### src/hdl/sfsan_pkg.sv
// ----------------------------------------------------------------------------
// sfsan_pkg
// Shared constants, register indexes and controller/datapath bundles for the
// stick frame sync and axis normalizer.
// ----------------------------------------------------------------------------
package sfsan_pkg;

  localparam int FRAME_LEN = 6;
  localparam int FILL_W    = 3;
  localparam int BYTE_W    = 8;
  localparam int POS_W     = 17;
  localparam int NUM_W     = 23;
  localparam int CNT_W     = 5;
  localparam int IDX_W     = 3;

  localparam logic [BYTE_W-1:0] HEAD_MARK = 8'hFF;
  localparam logic [BYTE_W-1:0] TAIL_MARK = 8'hFE;

  localparam logic [NUM_W-1:0] NEG_MAG = 23'd32768;
  localparam logic [NUM_W-1:0] POS_MAX = 23'd32767;

  // Register indexes on the configuration port
  localparam logic [IDX_W-1:0] REG_X_MIN     = 3'd0;
  localparam logic [IDX_W-1:0] REG_X_MAX     = 3'd1;
  localparam logic [IDX_W-1:0] REG_X_CENTER  = 3'd2;
  localparam logic [IDX_W-1:0] REG_Y_MIN     = 3'd3;
  localparam logic [IDX_W-1:0] REG_Y_MAX     = 3'd4;
  localparam logic [IDX_W-1:0] REG_Y_CENTER  = 3'd5;
  localparam logic [IDX_W-1:0] REG_DEAD_BAND = 3'd6;
  localparam logic [IDX_W-1:0] REG_AXIS_MODE = 3'd7;

  // Controller to datapath
  typedef struct packed {
    logic shift;   // take the accepted byte into the window
    logic start;   // load the divider for the selected axis
    logic store;   // store the finished axis value
    logic emit;    // load the output register and the previous values
    logic sel_y;   // axis being worked on: 0 X, 1 Y
  } sfsan_cmd_t;

  // Datapath to controller
  typedef struct packed {
    logic framed;    // window full and framed by head and tail marks
    logic div_busy;  // divider still iterating
    logic changed;   // new X/Y differ from the previous frame, or first frame
    logic out_busy;  // output register holds a request that is not taken
  } sfsan_stat_t;

endpackage

### src/hdl/sfsan_if.sv
// ----------------------------------------------------------------------------
// sfsan interfaces
// Valid/ready channels for the received bytes, the normalized positions and
// the configuration writes.
// ----------------------------------------------------------------------------
interface sfsan_in_if;
  logic                          valid;
  logic                          ready;
  logic [sfsan_pkg::BYTE_W-1:0]  rx_byte;

  modport source (output valid, output rx_byte, input ready);
  modport sink   (input valid, input rx_byte, output ready);
endinterface

interface sfsan_out_if;
  logic                                valid;
  logic                                ready;
  logic signed [sfsan_pkg::POS_W-1:0]  x_pos;
  logic signed [sfsan_pkg::POS_W-1:0]  y_pos;

  modport source (output valid, output x_pos, output y_pos, input ready);
  modport sink   (input valid, input x_pos, input y_pos, output ready);
endinterface

interface sfsan_cfg_if;
  logic                          valid;
  logic                          ready;
  logic [sfsan_pkg::IDX_W-1:0]   index;
  logic [sfsan_pkg::BYTE_W-1:0]  data;

  modport source (output valid, output index, output data, input ready);
  modport sink   (input valid, input index, input data, output ready);
endinterface

### src/hdl/sfsan_div.sv
// ----------------------------------------------------------------------------
// sfsan_div
// Restoring unsigned divider, one quotient bit per cycle.
// ----------------------------------------------------------------------------
module sfsan_div (
  input  logic                          clk,
  input  logic                          rst_n,
  input  logic                          start,
  input  logic [sfsan_pkg::NUM_W-1:0]   num,
  input  logic [sfsan_pkg::BYTE_W-1:0]  den,
  output logic                          busy,
  output logic [sfsan_pkg::NUM_W-1:0]   quo
);

  logic                          busy_r;
  logic [sfsan_pkg::CNT_W-1:0]   cnt_r;
  logic [sfsan_pkg::BYTE_W-1:0]  rem_r, rem_nxt;
  logic [sfsan_pkg::BYTE_W-1:0]  den_r;
  logic [sfsan_pkg::NUM_W-1:0]   quo_r, quo_nxt;
  logic [sfsan_pkg::BYTE_W:0]    trial;
  logic [sfsan_pkg::BYTE_W:0]    diff;
  logic                          qbit;

  always_comb begin
    trial = {rem_r, quo_r[sfsan_pkg::NUM_W-1]};
    diff  = trial - {1'b0, den_r};
    qbit  = (trial >= {1'b0, den_r});
    rem_nxt = qbit ? diff[sfsan_pkg::BYTE_W-1:0] : trial[sfsan_pkg::BYTE_W-1:0];
    quo_nxt = {quo_r[sfsan_pkg::NUM_W-2:0], qbit};
  end

  always_ff @(posedge clk) begin
    if (!rst_n) begin
      busy_r <= 1'b0;
      cnt_r  <= '0;
    end else if (start) begin
      busy_r <= 1'b1;
      cnt_r  <= sfsan_pkg::CNT_W'(sfsan_pkg::NUM_W);
    end else if (busy_r) begin
      cnt_r <= cnt_r - 1'b1;
      if (cnt_r == sfsan_pkg::CNT_W'(1)) begin
        busy_r <= 1'b0;
      end
    end
  end

  always_ff @(posedge clk) begin
    if (start) begin
      rem_r <= '0;
      quo_r <= num;
      den_r <= den;
    end else if (busy_r) begin
      rem_r <= rem_nxt;
      quo_r <= quo_nxt;
    end
  end

  assign busy = busy_r;
  assign quo  = quo_r;

endmodule

### src/hdl/sfsan_dp.sv
// ----------------------------------------------------------------------------
// sfsan_dp
// Datapath: configuration registers, byte window, axis normalization around
// the shared divider, change detect and the output register.
// ----------------------------------------------------------------------------
module sfsan_dp (
  input  logic                                clk,
  input  logic                                rst_n,
  input  sfsan_pkg::sfsan_cmd_t               cmd,
  output sfsan_pkg::sfsan_stat_t              stat,
  input  logic [sfsan_pkg::BYTE_W-1:0]        in_byte,
  input  logic                                cfg_we,
  input  logic [sfsan_pkg::IDX_W-1:0]         cfg_index,
  input  logic [sfsan_pkg::BYTE_W-1:0]        cfg_data,
  output logic                                out_valid,
  input  logic                                out_ready,
  output logic signed [sfsan_pkg::POS_W-1:0]  out_x,
  output logic signed [sfsan_pkg::POS_W-1:0]  out_y
);

  localparam int BW = sfsan_pkg::BYTE_W;
  localparam int PW = sfsan_pkg::POS_W;
  localparam int NW = sfsan_pkg::NUM_W;

  // Configuration
  logic [BW-1:0] cal_x_min_r, cal_x_max_r, cal_x_center_r;
  logic [BW-1:0] cal_y_min_r, cal_y_max_r, cal_y_center_r;
  logic [6:0]    dead_band_r;
  logic [5:0]    axis_mode_r;

  // Window
  logic [BW-1:0]                 win_r [sfsan_pkg::FRAME_LEN];
  logic [sfsan_pkg::FILL_W-1:0]  fill_r;

  // Axis preparation
  logic [1:0]        src;
  logic [2:0]        raw_idx;
  logic [BW-1:0]     raw, lo, hi, mid;
  logic [BW:0]       delta;
  logic              neg;
  logic [BW-1:0]     mag;
  logic              in_band;
  logic [BW:0]       span;
  logic [BW-1:0]     den;
  logic [NW-1:0]     num;
  logic              neg_r, band_r;
  logic              inv;

  // Divider
  logic              div_busy;
  logic [NW-1:0]     quo;

  // Result
  logic [NW-1:0]         lim, magc;
  logic signed [PW-1:0]  mag17, res;
  logic signed [PW-1:0]  x_r, y_r;
  logic signed [PW-1:0]  prev_x_r, prev_y_r;
  logic                  have_prev_r;
  logic                  out_valid_r;
  logic signed [PW-1:0]  out_x_r, out_y_r;

  always_ff @(posedge clk) begin
    if (!rst_n) begin
      cal_x_min_r    <= 8'd14;
      cal_x_max_r    <= 8'd235;
      cal_x_center_r <= 8'd126;
      cal_y_min_r    <= 8'd18;
      cal_y_max_r    <= 8'd232;
      cal_y_center_r <= 8'd130;
      dead_band_r    <= 7'd8;
      axis_mode_r    <= 6'd11;
    end else if (cfg_we) begin
      case (cfg_index)
        sfsan_pkg::REG_X_MIN:     cal_x_min_r    <= cfg_data;
        sfsan_pkg::REG_X_MAX:     cal_x_max_r    <= cfg_data;
        sfsan_pkg::REG_X_CENTER:  cal_x_center_r <= cfg_data;
        sfsan_pkg::REG_Y_MIN:     cal_y_min_r    <= cfg_data;
        sfsan_pkg::REG_Y_MAX:     cal_y_max_r    <= cfg_data;
        sfsan_pkg::REG_Y_CENTER:  cal_y_center_r <= cfg_data;
        sfsan_pkg::REG_DEAD_BAND: dead_band_r    <= cfg_data[6:0];
        sfsan_pkg::REG_AXIS_MODE: axis_mode_r    <= cfg_data[5:0];
        default: ;
      endcase
    end
  end

  // Newest byte enters at the top; once full, slot 0 is the oldest.
  always_ff @(posedge clk) begin
    if (cmd.shift) begin
      for (int i = 0; i < sfsan_pkg::FRAME_LEN - 1; i++) begin
        win_r[i] <= win_r[i+1];
      end
      win_r[sfsan_pkg::FRAME_LEN-1] <= in_byte;
    end
  end

  always_ff @(posedge clk) begin
    if (!rst_n) begin
      fill_r <= '0;
    end else if (cmd.shift && fill_r != sfsan_pkg::FILL_W'(sfsan_pkg::FRAME_LEN)) begin
      fill_r <= fill_r + 1'b1;
    end
  end

  always_comb begin
    src     = cmd.sel_y ? axis_mode_r[3:2] : axis_mode_r[1:0];
    raw_idx = {1'b0, src} + 3'd1;
    raw     = win_r[raw_idx];
    lo      = cmd.sel_y ? cal_y_min_r    : cal_x_min_r;
    hi      = cmd.sel_y ? cal_y_max_r    : cal_x_max_r;
    mid     = cmd.sel_y ? cal_y_center_r : cal_x_center_r;
    inv     = cmd.sel_y ? axis_mode_r[5] : axis_mode_r[4];
    delta   = {1'b0, raw} - {1'b0, mid};
    neg     = delta[BW];
    mag     = neg ? BW'(-delta) : delta[BW-1:0];
    in_band = ({1'b0, mag} <= {2'b00, dead_band_r});
    span    = neg ? ({1'b0, mid} - {1'b0, lo}) : ({1'b0, hi} - {1'b0, mid});
    den     = (span[BW] || span == '0) ? BW'(1) : span[BW-1:0];
    num     = neg ? {mag, 15'd0} : ({mag, 15'd0} - {15'd0, mag});
  end

  always_ff @(posedge clk) begin
    if (cmd.start) begin
      neg_r  <= neg;
      band_r <= in_band;
    end
  end

  sfsan_div u_div (
    .clk   (clk),
    .rst_n (rst_n),
    .start (cmd.start),
    .num   (num),
    .den   (den),
    .busy  (div_busy),
    .quo   (quo)
  );

  // Dead band gives zero; else clamp the magnitude, then apply the sign of the offset and the invert bit.
  always_comb begin
    lim   = neg_r ? sfsan_pkg::NEG_MAG : sfsan_pkg::POS_MAX;
    magc  = (quo > lim) ? lim : quo;
    mag17 = magc[PW-1:0];
    if (band_r) begin
      res = '0;
    end else if (neg_r ^ inv) begin
      res = -mag17;
    end else begin
      res = mag17;
    end
  end

  always_ff @(posedge clk) begin
    if (cmd.store) begin
      if (cmd.sel_y) begin
        y_r <= res;
      end else begin
        x_r <= res;
      end
    end
  end

  always_ff @(posedge clk) begin
    if (!rst_n) begin
      prev_x_r    <= '0;
      prev_y_r    <= '0;
      have_prev_r <= 1'b0;
      out_valid_r <= 1'b0;
    end else begin
      if (cmd.emit) begin
        prev_x_r    <= x_r;
        prev_y_r    <= y_r;
        have_prev_r <= 1'b1;
        out_valid_r <= 1'b1;
      end else if (out_ready) begin
        out_valid_r <= 1'b0;
      end
    end
  end

  always_ff @(posedge clk) begin
    if (cmd.emit) begin
      out_x_r <= x_r;
      out_y_r <= y_r;
    end
  end

  always_comb begin
    stat.framed   = (fill_r == sfsan_pkg::FILL_W'(sfsan_pkg::FRAME_LEN)) &&
                    (win_r[0] == sfsan_pkg::HEAD_MARK) &&
                    (win_r[sfsan_pkg::FRAME_LEN-1] == sfsan_pkg::TAIL_MARK);
    stat.div_busy = div_busy;
    stat.changed  = !have_prev_r || (x_r != prev_x_r) || (y_r != prev_y_r);
    stat.out_busy = out_valid_r && !out_ready;
  end

  assign out_valid = out_valid_r;
  assign out_x     = out_x_r;
  assign out_y     = out_y_r;

endmodule

### src/hdl/sfsan_ctrl.sv
// ----------------------------------------------------------------------------
// sfsan_ctrl
// Controller: takes a byte, checks framing, runs X then Y through the shared
// divider and hands a changed result to the output register.
// ----------------------------------------------------------------------------
module sfsan_ctrl (
  input  logic                    clk,
  input  logic                    rst_n,
  input  logic                    in_valid,
  output logic                    in_ready,
  input  sfsan_pkg::sfsan_stat_t  stat,
  output sfsan_pkg::sfsan_cmd_t   cmd
);

  localparam logic [2:0] S_IDLE   = 3'd0;
  localparam logic [2:0] S_CHECK  = 3'd1;
  localparam logic [2:0] S_XSTART = 3'd2;
  localparam logic [2:0] S_XWAIT  = 3'd3;
  localparam logic [2:0] S_YSTART = 3'd4;
  localparam logic [2:0] S_YWAIT  = 3'd5;
  localparam logic [2:0] S_CMP    = 3'd6;

  logic [2:0] state_r, state_nxt;

  always_comb begin
    state_nxt = state_r;
    cmd       = '0;
    in_ready  = (state_r == S_IDLE);
    case (state_r)
      S_IDLE: begin
        if (in_valid) begin
          cmd.shift = 1'b1;
          state_nxt = S_CHECK;
        end
      end
      S_CHECK: begin
        state_nxt = stat.framed ? S_XSTART : S_IDLE;
      end
      S_XSTART: begin
        cmd.start = 1'b1;
        state_nxt = S_XWAIT;
      end
      S_XWAIT: begin
        if (!stat.div_busy) begin
          cmd.store = 1'b1;
          state_nxt = S_YSTART;
        end
      end
      S_YSTART: begin
        cmd.sel_y = 1'b1;
        cmd.start = 1'b1;
        state_nxt = S_YWAIT;
      end
      S_YWAIT: begin
        cmd.sel_y = 1'b1;
        if (!stat.div_busy) begin
          cmd.store = 1'b1;
          state_nxt = S_CMP;
        end
      end
      S_CMP: begin
        if (!stat.changed) begin
          state_nxt = S_IDLE;
        end else if (!stat.out_busy) begin
          cmd.emit  = 1'b1;
          state_nxt = S_IDLE;
        end
      end
      default: begin
        state_nxt = S_IDLE;
      end
    endcase
  end

  always_ff @(posedge clk) begin
    if (!rst_n) begin
      state_r <= S_IDLE;
    end else begin
      state_r <= state_nxt;
    end
  end

endmodule

### src/hdl/stick_frame_sync_axis_normalizer_core.sv
// ----------------------------------------------------------------------------
// stick_frame_sync_axis_normalizer_core
// Frame sync on a serial stick byte stream and calibrated X/Y normalization.
// ----------------------------------------------------------------------------
// Usage:
//   in_ch   carries one received byte per request. Bytes fill a six-byte
//           sliding window; every window that starts with 0xFF and ends with
//           0xFE is a frame of four raw axes.
//   out_ch  carries one request of signed 17-bit x_pos/y_pos per frame whose
//           values differ from the last delivered pair (first frame always).
//   cfg_ch  writes calibration, dead band and axis mode by register index;
//           it is always ready and should be used only while the block idles.
// Sequence:
//   A byte that completes no frame occupies the block only for the framing
//   check. A framed byte then runs 23 divider iterations for each of X and Y,
//   one after the other, on the one shared restoring divider, then compares
//   and loads a changed result into the output register once that is free.
// Stall:
//   A pending result sits in the output register while new bytes are taken;
//   a second changed result waits in the controller until that one is taken.
// Reset:
//   rst_n (synchronous) empties the window, forgets the previous frame,
//   drops any pending request and reloads the default calibration.
// ----------------------------------------------------------------------------
module stick_frame_sync_axis_normalizer_core (
  input  logic        clk,
  input  logic        rst_n,
  sfsan_in_if.sink    in_ch,
  sfsan_out_if.source out_ch,
  sfsan_cfg_if.sink   cfg_ch
);

  sfsan_pkg::sfsan_cmd_t   cmd;
  sfsan_pkg::sfsan_stat_t  stat;
  logic                    in_ready;

  // Configuration registers always take a write.
  assign cfg_ch.ready = 1'b1;
  assign in_ch.ready  = in_ready;

  sfsan_ctrl u_ctrl (
    .clk      (clk),
    .rst_n    (rst_n),
    .in_valid (in_ch.valid),
    .in_ready (in_ready),
    .stat     (stat),
    .cmd      (cmd)
  );

  sfsan_dp u_dp (
    .clk       (clk),
    .rst_n     (rst_n),
    .cmd       (cmd),
    .stat      (stat),
    .in_byte   (in_ch.rx_byte),
    .cfg_we    (cfg_ch.valid),
    .cfg_index (cfg_ch.index),
    .cfg_data  (cfg_ch.data),
    .out_valid (out_ch.valid),
    .out_ready (out_ch.ready),
    .out_x     (out_ch.x_pos),
    .out_y     (out_ch.y_pos)
  );

endmodule

### src/flat_wrapper.sv
// flat-port wrapper written by rule: the top's interface ports become plain ports
module stick_frame_sync_axis_normalizer_core_flat 
  (clk, rst_n, in_ch_valid, in_ch_rx_byte, in_ch_ready, out_ch_valid, out_ch_x_pos, out_ch_y_pos, out_ch_ready, cfg_ch_valid, cfg_ch_index, cfg_ch_data, cfg_ch_ready);
  sfsan_in_if in_ch_i ();
  sfsan_out_if out_ch_i ();
  sfsan_cfg_if cfg_ch_i ();
  input  logic clk;
  input  logic rst_n;
  input wire logic [$bits(in_ch_i.valid)-1:0] in_ch_valid;
  input wire logic [$bits(in_ch_i.rx_byte)-1:0] in_ch_rx_byte;
  output wire logic [$bits(in_ch_i.ready)-1:0] in_ch_ready;
  output wire logic [$bits(out_ch_i.valid)-1:0] out_ch_valid;
  output wire logic [$bits(out_ch_i.x_pos)-1:0] out_ch_x_pos;
  output wire logic [$bits(out_ch_i.y_pos)-1:0] out_ch_y_pos;
  input wire logic [$bits(out_ch_i.ready)-1:0] out_ch_ready;
  input wire logic [$bits(cfg_ch_i.valid)-1:0] cfg_ch_valid;
  input wire logic [$bits(cfg_ch_i.index)-1:0] cfg_ch_index;
  input wire logic [$bits(cfg_ch_i.data)-1:0] cfg_ch_data;
  output wire logic [$bits(cfg_ch_i.ready)-1:0] cfg_ch_ready;
  assign in_ch_i.valid = in_ch_valid;
  assign in_ch_i.rx_byte = in_ch_rx_byte;
  assign in_ch_ready = in_ch_i.ready;
  assign out_ch_valid = out_ch_i.valid;
  assign out_ch_x_pos = out_ch_i.x_pos;
  assign out_ch_y_pos = out_ch_i.y_pos;
  assign out_ch_i.ready = out_ch_ready;
  assign cfg_ch_i.valid = cfg_ch_valid;
  assign cfg_ch_i.index = cfg_ch_index;
  assign cfg_ch_i.data = cfg_ch_data;
  assign cfg_ch_ready = cfg_ch_i.ready;
  stick_frame_sync_axis_normalizer_core u_core (.clk(clk), .rst_n(rst_n), .in_ch(in_ch_i), .out_ch(out_ch_i), .cfg_ch(cfg_ch_i));
endmodule
### config.mk
export PLATFORM = sky130hd
export DESIGN_NAME = stick_frame_sync_axis_normalizer_core_flat
export DESIGN_NICKNAME = d
export VERILOG_FILES = /design/src/hdl/sfsan_pkg.sv /design/src/hdl/sfsan_if.sv /design/src/hdl/sfsan_div.sv /design/src/hdl/sfsan_dp.sv /design/src/hdl/sfsan_ctrl.sv /design/src/hdl/stick_frame_sync_axis_normalizer_core.sv /design/src/flat_wrapper.sv
export SDC_FILE = /design/constraint.sdc
export NUM_CORES = 1
export LEC_CHECK = 0
export BUFFER_PORTS_ARGS = -buffer_cell sky130_fd_sc_hd__buf_2
export CAP_MARGIN = 10
export CORE_UTILIZATION = 62
export CTS_CLUSTER_DIAMETER = 30
export DETAILED_ROUTE_END_ITERATION = 7
export PLACE_DENSITY_LB_ADDON = 0.3
export SLEW_MARGIN = 20
export SYNTH_ARGS = -nofsm -noshare
export SYNTH_HDL_FRONTEND = slang
export SYNTH_SLANG_ARGS = --single-unit
### constraint.sdc
create_clock -name clk -period 6.3 [get_ports clk]
set_input_delay 0.63 -clock clk [delete_from_list [all_inputs] [get_ports clk]]
set_output_delay 0.63 -clock clk [all_outputs]
set_load 0.05 [all_outputs]
==> flow_summary.json, run 1 <==
{
  "status": "complete, no violations",
  "fill_cells": 1423,
  "cts_tree": "yes",
  "ir_worst_vdd_mv": 0.2709,
  "cts.sinks": 266,
  "hold_end": "u_core.u_dp.win_r[5][5]$_DFFE_PP_",
  "io_buffer_count": 59,
  "viasPerCell": 6.046,
  "htreeDepth": 2,
  "cts_buffers": 49,
  "cts.path.max_buffers": 3,
  "synth_edf_count": 149,
  "critPathKind": "flop to flop",
  "fin_skew_ns": 0.02226,
  "startpoint_type": "flop",
  "io_pins": 61,
  "synth_compound_area_share_pct": 12.08,
  "cpPeakStageDelay_ns": 0.54,
  "grt_max_degree": 110,
  "drtAntennaViolNets": 0,
  "yosys_warnings": 0,
  "drtIter0Drc": 767,
  "hold_start": "in_ch_rx_byte[5]",
  "p_per_area_nw_per_um2": 339.9,
  "drive_gt1_share_pct": 14.75,
  "finalMaxSlewViolations": 0,
  "period_minus_slack_ns": 5.491,
  "synth_mux_area_share_pct": 6.976,
  "cts-root-buf": "clkbuf_16",
  "p_sw_uw": 1327,
  "dieArea_um2": 22380,
  "nets": 1441,
  "totalPowerFinal_uw": 5378,
  "gp_congestion": 0.9684,
  "crit_fanout": 30,
  "vias": 10066,
  "setup_viol": 0,
  "wl_per_cell_um": 18.69,
  "antenna_found_initial": 0,
  "reg2reg_depth": 22,
  "layout.cells.non_filler": 1665,
  "hold_path.class": "input port to flop",
  "route.detailed.drc": 0,
  "critical-path-top-cell-by-count": "o21a_1",
  "max_freq_ghz": 0.1821,
  "synth_most_common_cell": "nand2_1",
  "die_height_um": 149.6,
  "cp_cell_sequence": "nand2b_4, mux2i_2, buf_4, mux4_2, inv_1, ha_1, fa_1, nand2b_1, a21oi_1, o22a_1, buf_4, nor2_1, a21oi_1, ha_1, nor2b_1, o21a_1, o21a_1, o21a_1, o21ai_0, nand2b_1, a21oi_1, o21a_1",
  "cts_hold_buf": 0,
  "rows": 53,
  "reg2reg_slack_ns": 0.81,
  "seqPwrFrac_pct": 36.0,
  "clkSlewWorstSetupHoldPaths_ns": 0.05,
  "synth_xor_area_share_pct": 4.512,
  "place_inst": 1573,
  "leakagePower_uw": 0.006439,
  "setup_tns_ns": 0,
  "async_flop_share_pct": 0,
  "post-cts-setup-buffers": 0,
  "grt_usage_pct": 28.60,
  "synthFlopType": "edfxtp_1",
  "endpoint_kind": "flop",
  "synth_top_family_by_area": "simple AND/OR/NAND/NOR gates",
  "core-area_um2": 21220,
  "netlist_top_cells_count": "166 x nand2_1, 149 x edfxtp_1, 117 x dfxtp_1",
  "fin_crit_sh_pct": 87.16,
  "slew_headroom_pct": 11.44,
  "synthSimpleGateAreaFrac_pct": 16.47,
  "finalHoldViolCount": 0,
  "drv_cap": 0,
  "grt_pass1_wl_um": 50290,
  "gr-total-overflow": 0,
  "power_frac_comb_pct": 11.7,
  "synthAdderAreaFrac_pct": 6.522,
  "rr_endpoint": "u_core.u_dp.band_r$_DFFE_PN_",
  "finalWirelength_um": 31110,
  "cpMaxStageDelayCell": "dfxtp_1",
  "yosysSeqAreaShare_pct": 50.47,
  "start_util_pct": 63.64,
  "grt_pass1_vias": 10025,
  "ys_types": 82,
  "dieWidth_um": 149.6,
  "internal_power_uw": 4051,
  "crit_required_ns": 6.72,
  "ys_ff_latch": 266,
  "arrival_ns": 5.91,
  "min_path_cells": 1,
  "syn_area_um2": 13510,
  "clockPowerShare_pct": 52.3,
  "clock_latency_ns": 0.55,
  "fin_hold_ws_ns": 0.2573,
  "area_delta_synth_final_pct": 17.16,
  "swShare_pct": 24.68,
  "synth_fp_nets": 1370,
  "firstDrtPassIters": 5,
  "dp_hpwl_um": 20600,
  "syn_avg_cell_area_um2": 10.57,
  "tightest_slew_ns": 1.295,
  "rsz0062_at_grt": "false",
  "n_antenna_cell": 0,
  "yosys.area.top_type": "edfxtp_1",
  "synth_area_leaders": "edfxtp_1 33%, dfxtp_1 17%, ha_1 5.9%",
  "syn-instance-count": 1278,
  "netlist.area_leader.share_pct": 33.13,
  "critical-path-top-delay-family": "compound AO/OA/AOI/OAI gates",
  "reg2reg_from": "u_core.u_ctrl.state_r[2]$_SDFFE_PN0P_",
  "cts_resized": 0,
  "critPathBufInv": 3
}
==> logic make-up (layout without fill, tap and decap cells) <==
group           after synthesis  after routing
xor+xnor                     67             67
mux                          82             82
flops                       266            266
other cells                   1              1
simple gates                459            459
compound gates              237            237
fa+ha+maj                    68             68
buf+inv                      98            210
==> through the flow <==
stage	setup WS [ns]	util (%)	area [µm²]
detailed placement	0.8796	66.07	14020
CTS	0.8400	74.55	15820
global route	0.3973	74.56	15820
finish	0.8088	74.56	15820
floorplan	1.062	-	13510
global placement	0.9893	66.07	14020
==> layout by cell type (no fill, tap or decap), types with 28 or more instances in the layout <==
cell and instances:
mux2i_1 59, clkbuf_16 50, o21ai_0 53, dfxtp_1 117
edfxtp_1 149, xor2_1 38, nor2_1 74, nor2b_1 53
ha_1 64, inv_1 48, nor3_1 28, buf_2 59
nand3_1 48, nand2_1 166, a21boi_0 44, a21oi_1 40
==> state kept, by name, indices dropped and copies added, names as in the netlist, 17 cells and up <==
signal                 flops
u_core.u_dp.win_r         48
u_core.u_dp.u_div.quo     23
u_core.u_dp.out_x         17
u_core.u_dp.out_y         17
u_core.u_dp.prev_x_r      17
u_core.u_dp.prev_y_r      17
u_core.u_dp.x_r           17
u_core.u_dp.y_r           17
==> layout make-up <==
type	count	area (µm²)	share of cell area (%)
sequential	266	6817	43.08
multi-input combinational	914	6305	39.85
clock buffer	57	1297	8.200
clock inverter	35	500.5	3.163
timing repair buffer	69	370.4	2.341
tap	275	344.1	2.175
inverter	49	188.9	1.194
==> worst register-to-register path, cell delays in order, from the launching register on <==
cell	delay, ns
dfxtp_1	0.54
nand2b_4	0.38
mux2i_2	0.28
buf_4	0.20
mux4_2	0.33
inv_1	0.05
ha_1	0.22
fa_1	0.43
nand2b_1	0.20
a21oi_1	0.30
o22a_1	0.29
buf_4	0.32
nor2_1	0.07
a21oi_1	0.32
ha_1	0.32
nor2b_1	0.14
o21a_1	0.16
o21a_1	0.16
o21a_1	0.17
o21ai_0	0.14
nand2b_1	0.07
a21oi_1	0.15
o21a_1	0.12
==> power groups by stage <==
stage	Sequential (µW)	Combinational (µW)	Clock (µW)
floorplan	1950	481	0
global placement	1960	589	0
detailed placement	1970	604	0
CTS	1930	620	2840
global route	1940	687	2920
finish	1940	629	2810
==> worst max-delay path by stage <==
stage,start,endpoint,slack [ns],cells after the start
floorplan,u_core.u_ctrl.state_r[1]$_SDFFE_PN0P_,u_core.u_dp.band_r$_DFFE_PN_,1.06,24
global placement,u_core.u_ctrl.state_r[2]$_SDFFE_PN0P_,u_core.u_dp.band_r$_DFFE_PN_,0.99,22
detailed placement,u_core.u_ctrl.state_r[2]$_SDFFE_PN0P_,u_core.u_dp.band_r$_DFFE_PN_,0.88,22
CTS,u_core.u_ctrl.state_r[2]$_SDFFE_PN0P_,u_core.u_dp.band_r$_DFFE_PN_,0.84,22
global route,u_core.u_ctrl.state_r[2]$_SDFFE_PN0P_,u_core.u_dp.band_r$_DFFE_PN_,0.40,22
finish,u_core.u_ctrl.state_r[2]$_SDFFE_PN0P_,u_core.u_dp.band_r$_DFFE_PN_,0.81,22
==> per-layer routing <==
layer	up-vias	GRT usage (%)	share of wire [%]
met5	-	0	0
met4	0	12.50	3.4
met3	95	4.604	5.4
met2	357	50.76	51
met1	4837	34.04	40
li1	4777	-	-
Power figures use the tool's default switching activity.
==> run 2, diff against run 1 <==
--- a/config.mk
+++ b/config.mk
@@ -14,4 +14,5 @@
 export SLEW_MARGIN = 20
 export SYNTH_ARGS = -nofsm -noshare
 export SYNTH_HDL_FRONTEND = slang
+export SYNTH_HIERARCHICAL = 1
 export SYNTH_SLANG_ARGS = --single-unit
==> run 2 against run 1 <==
Net effect:
- register-to-register slack lost 0.27 ns
- clock power shrank 2%
- core utilization grew 0.38 points
- highest routed layer unchanged
- hold slack lost 0.018 ns
- setup slack lost 0.27 ns
- area after synthesis grew 0.57%
==> flow_summary.json, run 2 <==
{
  "io_pins": 61,
  "reg2reg_slack_ns": 0.54,
  "syn_area_um2": 13580,
  "firstDrtPassIters": 5,
  "htreeDepth": 2,
  "seqCellArea_um2": 6817,
  "cpPeakStageDelay_ns": 0.53,
  "synth_area_leaders": "edfxtp_1 33%, dfxtp_1 17%, ha_1 6.0%",
  "critical-path-top-cell-by-count": "mux2_2",
  "crit_fanout": 23,
  "die_height_um": 150.0,
  "synth_fp_nets": 1389,
  "finalHoldViolCount": 0,
  "dieWidth_um": 150.0,
  "drtIter0Drc": 937,
  "arrival_ns": 6.04,
  "gp_congestion": 0.8916,
  "endpoint_kind": "flop",
  "finalMaxSlewViolations": 0,
  "finalWirelength_um": 33460,
  "final_cell_mix": "170 x nand2_1, 149 x edfxtp_1, 131 x nor2_1",
  "hold_start": "in_ch_rx_byte[1]",
  "place_inst": 1588,
  "ir_worst_vdd_mv": 0.3163,
  "regMostFlops": "u_core/u_dp/win_r",
  "fin_skew_ns": 0.05338,
  "startpoint_type": "flop",
  "vias": 10299,
  "p_per_area_nw_per_um2": 391.4,
  "totalPowerFinal_uw": 6224,
  "gr-total-overflow": 0,
  "reg2reg_depth": 18,
  "antenna_found_initial": 0,
  "critPathKind": "flop to flop",
  "io_buffer_count": 59,
  "fill_cells": 1374,
  "async_flop_share_pct": 0,
  "tightest_slew_ns": 1.007,
  "min_path_cells": 1,
  "cts_hold_buf": 0,
  "cts_tree": "yes",
  "reg2reg_from": "u_core/u_ctrl/state_r[2]$_SDFFE_PN0P_",
  "route.detailed.drc": 0,
  "cp_cell_sequence": "and2b_2, mux2_2, ha_2, mux4_2, o21ai_0, ha_1, fa_1, nand2b_2, a211oi_2, o211ai_2, nand2_1, clkinv_2, a32oi_1, or3_1, o31a_1, nor2b_1, xnor2_1, mux2_2",
  "rr_endpoint": "u_core/u_dp/u_div/quo[18]$_DFFE_PP_",
  "cts.path.max_buffers": 3,
  "clkSlewWorstSetupHoldPaths_ns": 0.05,
  "layout_commonest_cell": "nand2_1",
  "ys_ff_latch": 266,
  "synthFlopType": "edfxtp_1",
  "cts-root-buf": "clkbuf_16",
  "yosysSeqAreaShare_pct": 50.18,
  "yosys_warnings": 6,
  "synth_most_common_cell": "nand2_1",
  "grt_pass1_wl_um": 52500,
  "dieArea_um2": 22500,
  "setup_tns_ns": 0,
  "hold_end": "u_core/u_dp/win_r[5][1]$_DFFE_PP_",
  "cts_buffers": 50,
  "dp_hpwl_um": 21500,
  "wl_per_cell_um": 19.89,
  "status": "complete, no violations",
  "fin_crit_sh_pct": 91.44,
  "drive_gt1_share_pct": 16.70,
  "max_freq_ghz": 0.1736,
  "critical-path-top-delay-family": "simple AND/OR/NAND/NOR gates",
  "nets": 1458,
  "fin_hold_ws_ns": 0.2392,
  "slew_headroom_pct": 32.85,
  "post-cts-setup-buffers": 0,
  "grt_usage_pct": 30.36,
  "syn-instance-count": 1296,
  "critPathBufInv": 1,
  "area_delta_synth_final_pct": 17.09,
  "drtAntennaViolNets": 0,
  "grt_max_degree": 71,
  "hold_path.class": "input port to flop",
  "leakagePower_uw": 0.005930,
  "startpoint": "u_core/u_ctrl/state_r[2]$_SDFFE_PN0P_",
  "ys_types": 80,
  "drv_cap": 0,
  "syn_avg_cell_area_um2": 10.48,
  "largest_reg_flops": 48,
  "grt_pass1_vias": 9900,
  "synth_edf_count": 149,
  "period_minus_slack_ns": 5.761,
  "cts.sinks": 266,
  "netlist.area_leader.share_pct": 32.94,
  "yosys.area.top_type": "edfxtp_1",
  "multi_input_area_um2": 6401,
  "viasPerCell": 6.123,
  "fin_ws_ns": 0.5392,
  "cpMaxStageDelayCell": "mux4_2",
  "layout.cells.non_filler": 1682,
  "start_util_pct": 64.01,
  "rsz0062_at_grt": "false",
  "rows": 53,
  "netlist_top_cells_count": "170 x nand2_1, 149 x edfxtp_1, 132 x nor2_1",
  "crit_required_ns": 6.58,
  "clock_latency_ns": 0.58,
  "dp_slack_ns": 0.4628,
  "n_antenna_cell": 0,
  "core-area_um2": 21220,
  "setup_viol": 0
}
run 2: cell types whose count changed after synthesis, moves of 18 or more:
cell	change
nor2_1	+58
a21boi_0	-41
a21oi_1	+41
nor2b_1	-33
xnor2_1	+32
o21ai_0	-26
mux2_2	+19
xor2_1	-18
run 2: timing repair:
action | 4_1_cts | 5_1_grt
hold endpoints to repair | 0 | 0
endpoints found under the setup margin | 0 | 3
gates resized for setup | 0 | 2
run 2: how the worst max path moves through the flow:
| stage | endpoint | slack [ns] | cells past startpoint |
|---|---|---|---|
| after global placement | u_core/u_dp/u_div/quo[18]$_DFFE_PP_ | 0.63 | 18 |
| after global routing | u_core/u_dp/u_div/quo[18]$_DFFE_PP_ | 0.09 | 18 |
| after detailed placement | u_core/u_dp/u_div/quo[18]$_DFFE_PP_ | 0.46 | 18 |
| after floorplan | u_core/u_dp/u_div/quo[18]$_DFFE_PP_ | 0.05 | 27 |
| final | u_core/u_dp/u_div/quo[18]$_DFFE_PP_ | 0.54 | 18 |
| after CTS | u_core/u_dp/u_div/quo[18]$_DFFE_PP_ | 0.37 | 18 |
run 2: metrics by stage:
step	utilization, %	instance area (µm²)
finish	74.95	15900
global route	74.95	15900
CTS	74.92	15900
detailed placement	66.49	14110
global placement	66.49	14110
floorplan	-	13600
run 2: per-layer routing:
| layer | vias up | routed length, µm | track usage [%] |
|---|---|---|---|
| li1 | 4803 | - | - |
| met1 | 4935 | 14010 | 40.31 |
| met2 | 472 | 15710 | 48.36 |
| met3 | 89 | 2624 | 6.433 |
| met4 | 0 | 1119 | 12.42 |
| met5 | - | 0 | 0 |
run 2: cell families after synthesis:
| kind of cell | Yosys count | synth area share, % |
|---|---|---|
| AO/OA/AOI/OAI | 211 | 10.40 |
| XOR/XNOR | 80 | 5.269 |
| adder cells (fa/ha/maj) | 69 | 6.577 |
| buffers and inverters | 98 | 2.920 |
| flip-flops | 266 | 50.18 |
| multiplexers | 109 | 9.110 |
| other | 1 | 0.02761 |
| AND/OR/NAND/NOR | 462 | 15.51 |
run 2: area by class of cell:
type / instances / share of cell area [%]
Sequential cell: 266 / 42.86
Multi-Input combinational cell: 932 / 40.25
Clock buffer: 60 / 8.630
Clock inverter: 34 / 2.628
Timing Repair Buffer: 71 / 2.423
Tap cell: 275 / 2.163
Inverter: 44 / 1.046
run 2: power by group:
group | leakage [µW] | internal (µW) | switching, µW
Combinational | 0.00274 | 529 | 796
Clock | 0.000860 | 1800 | 967
Sequential | 0.00233 | 2010 | 129
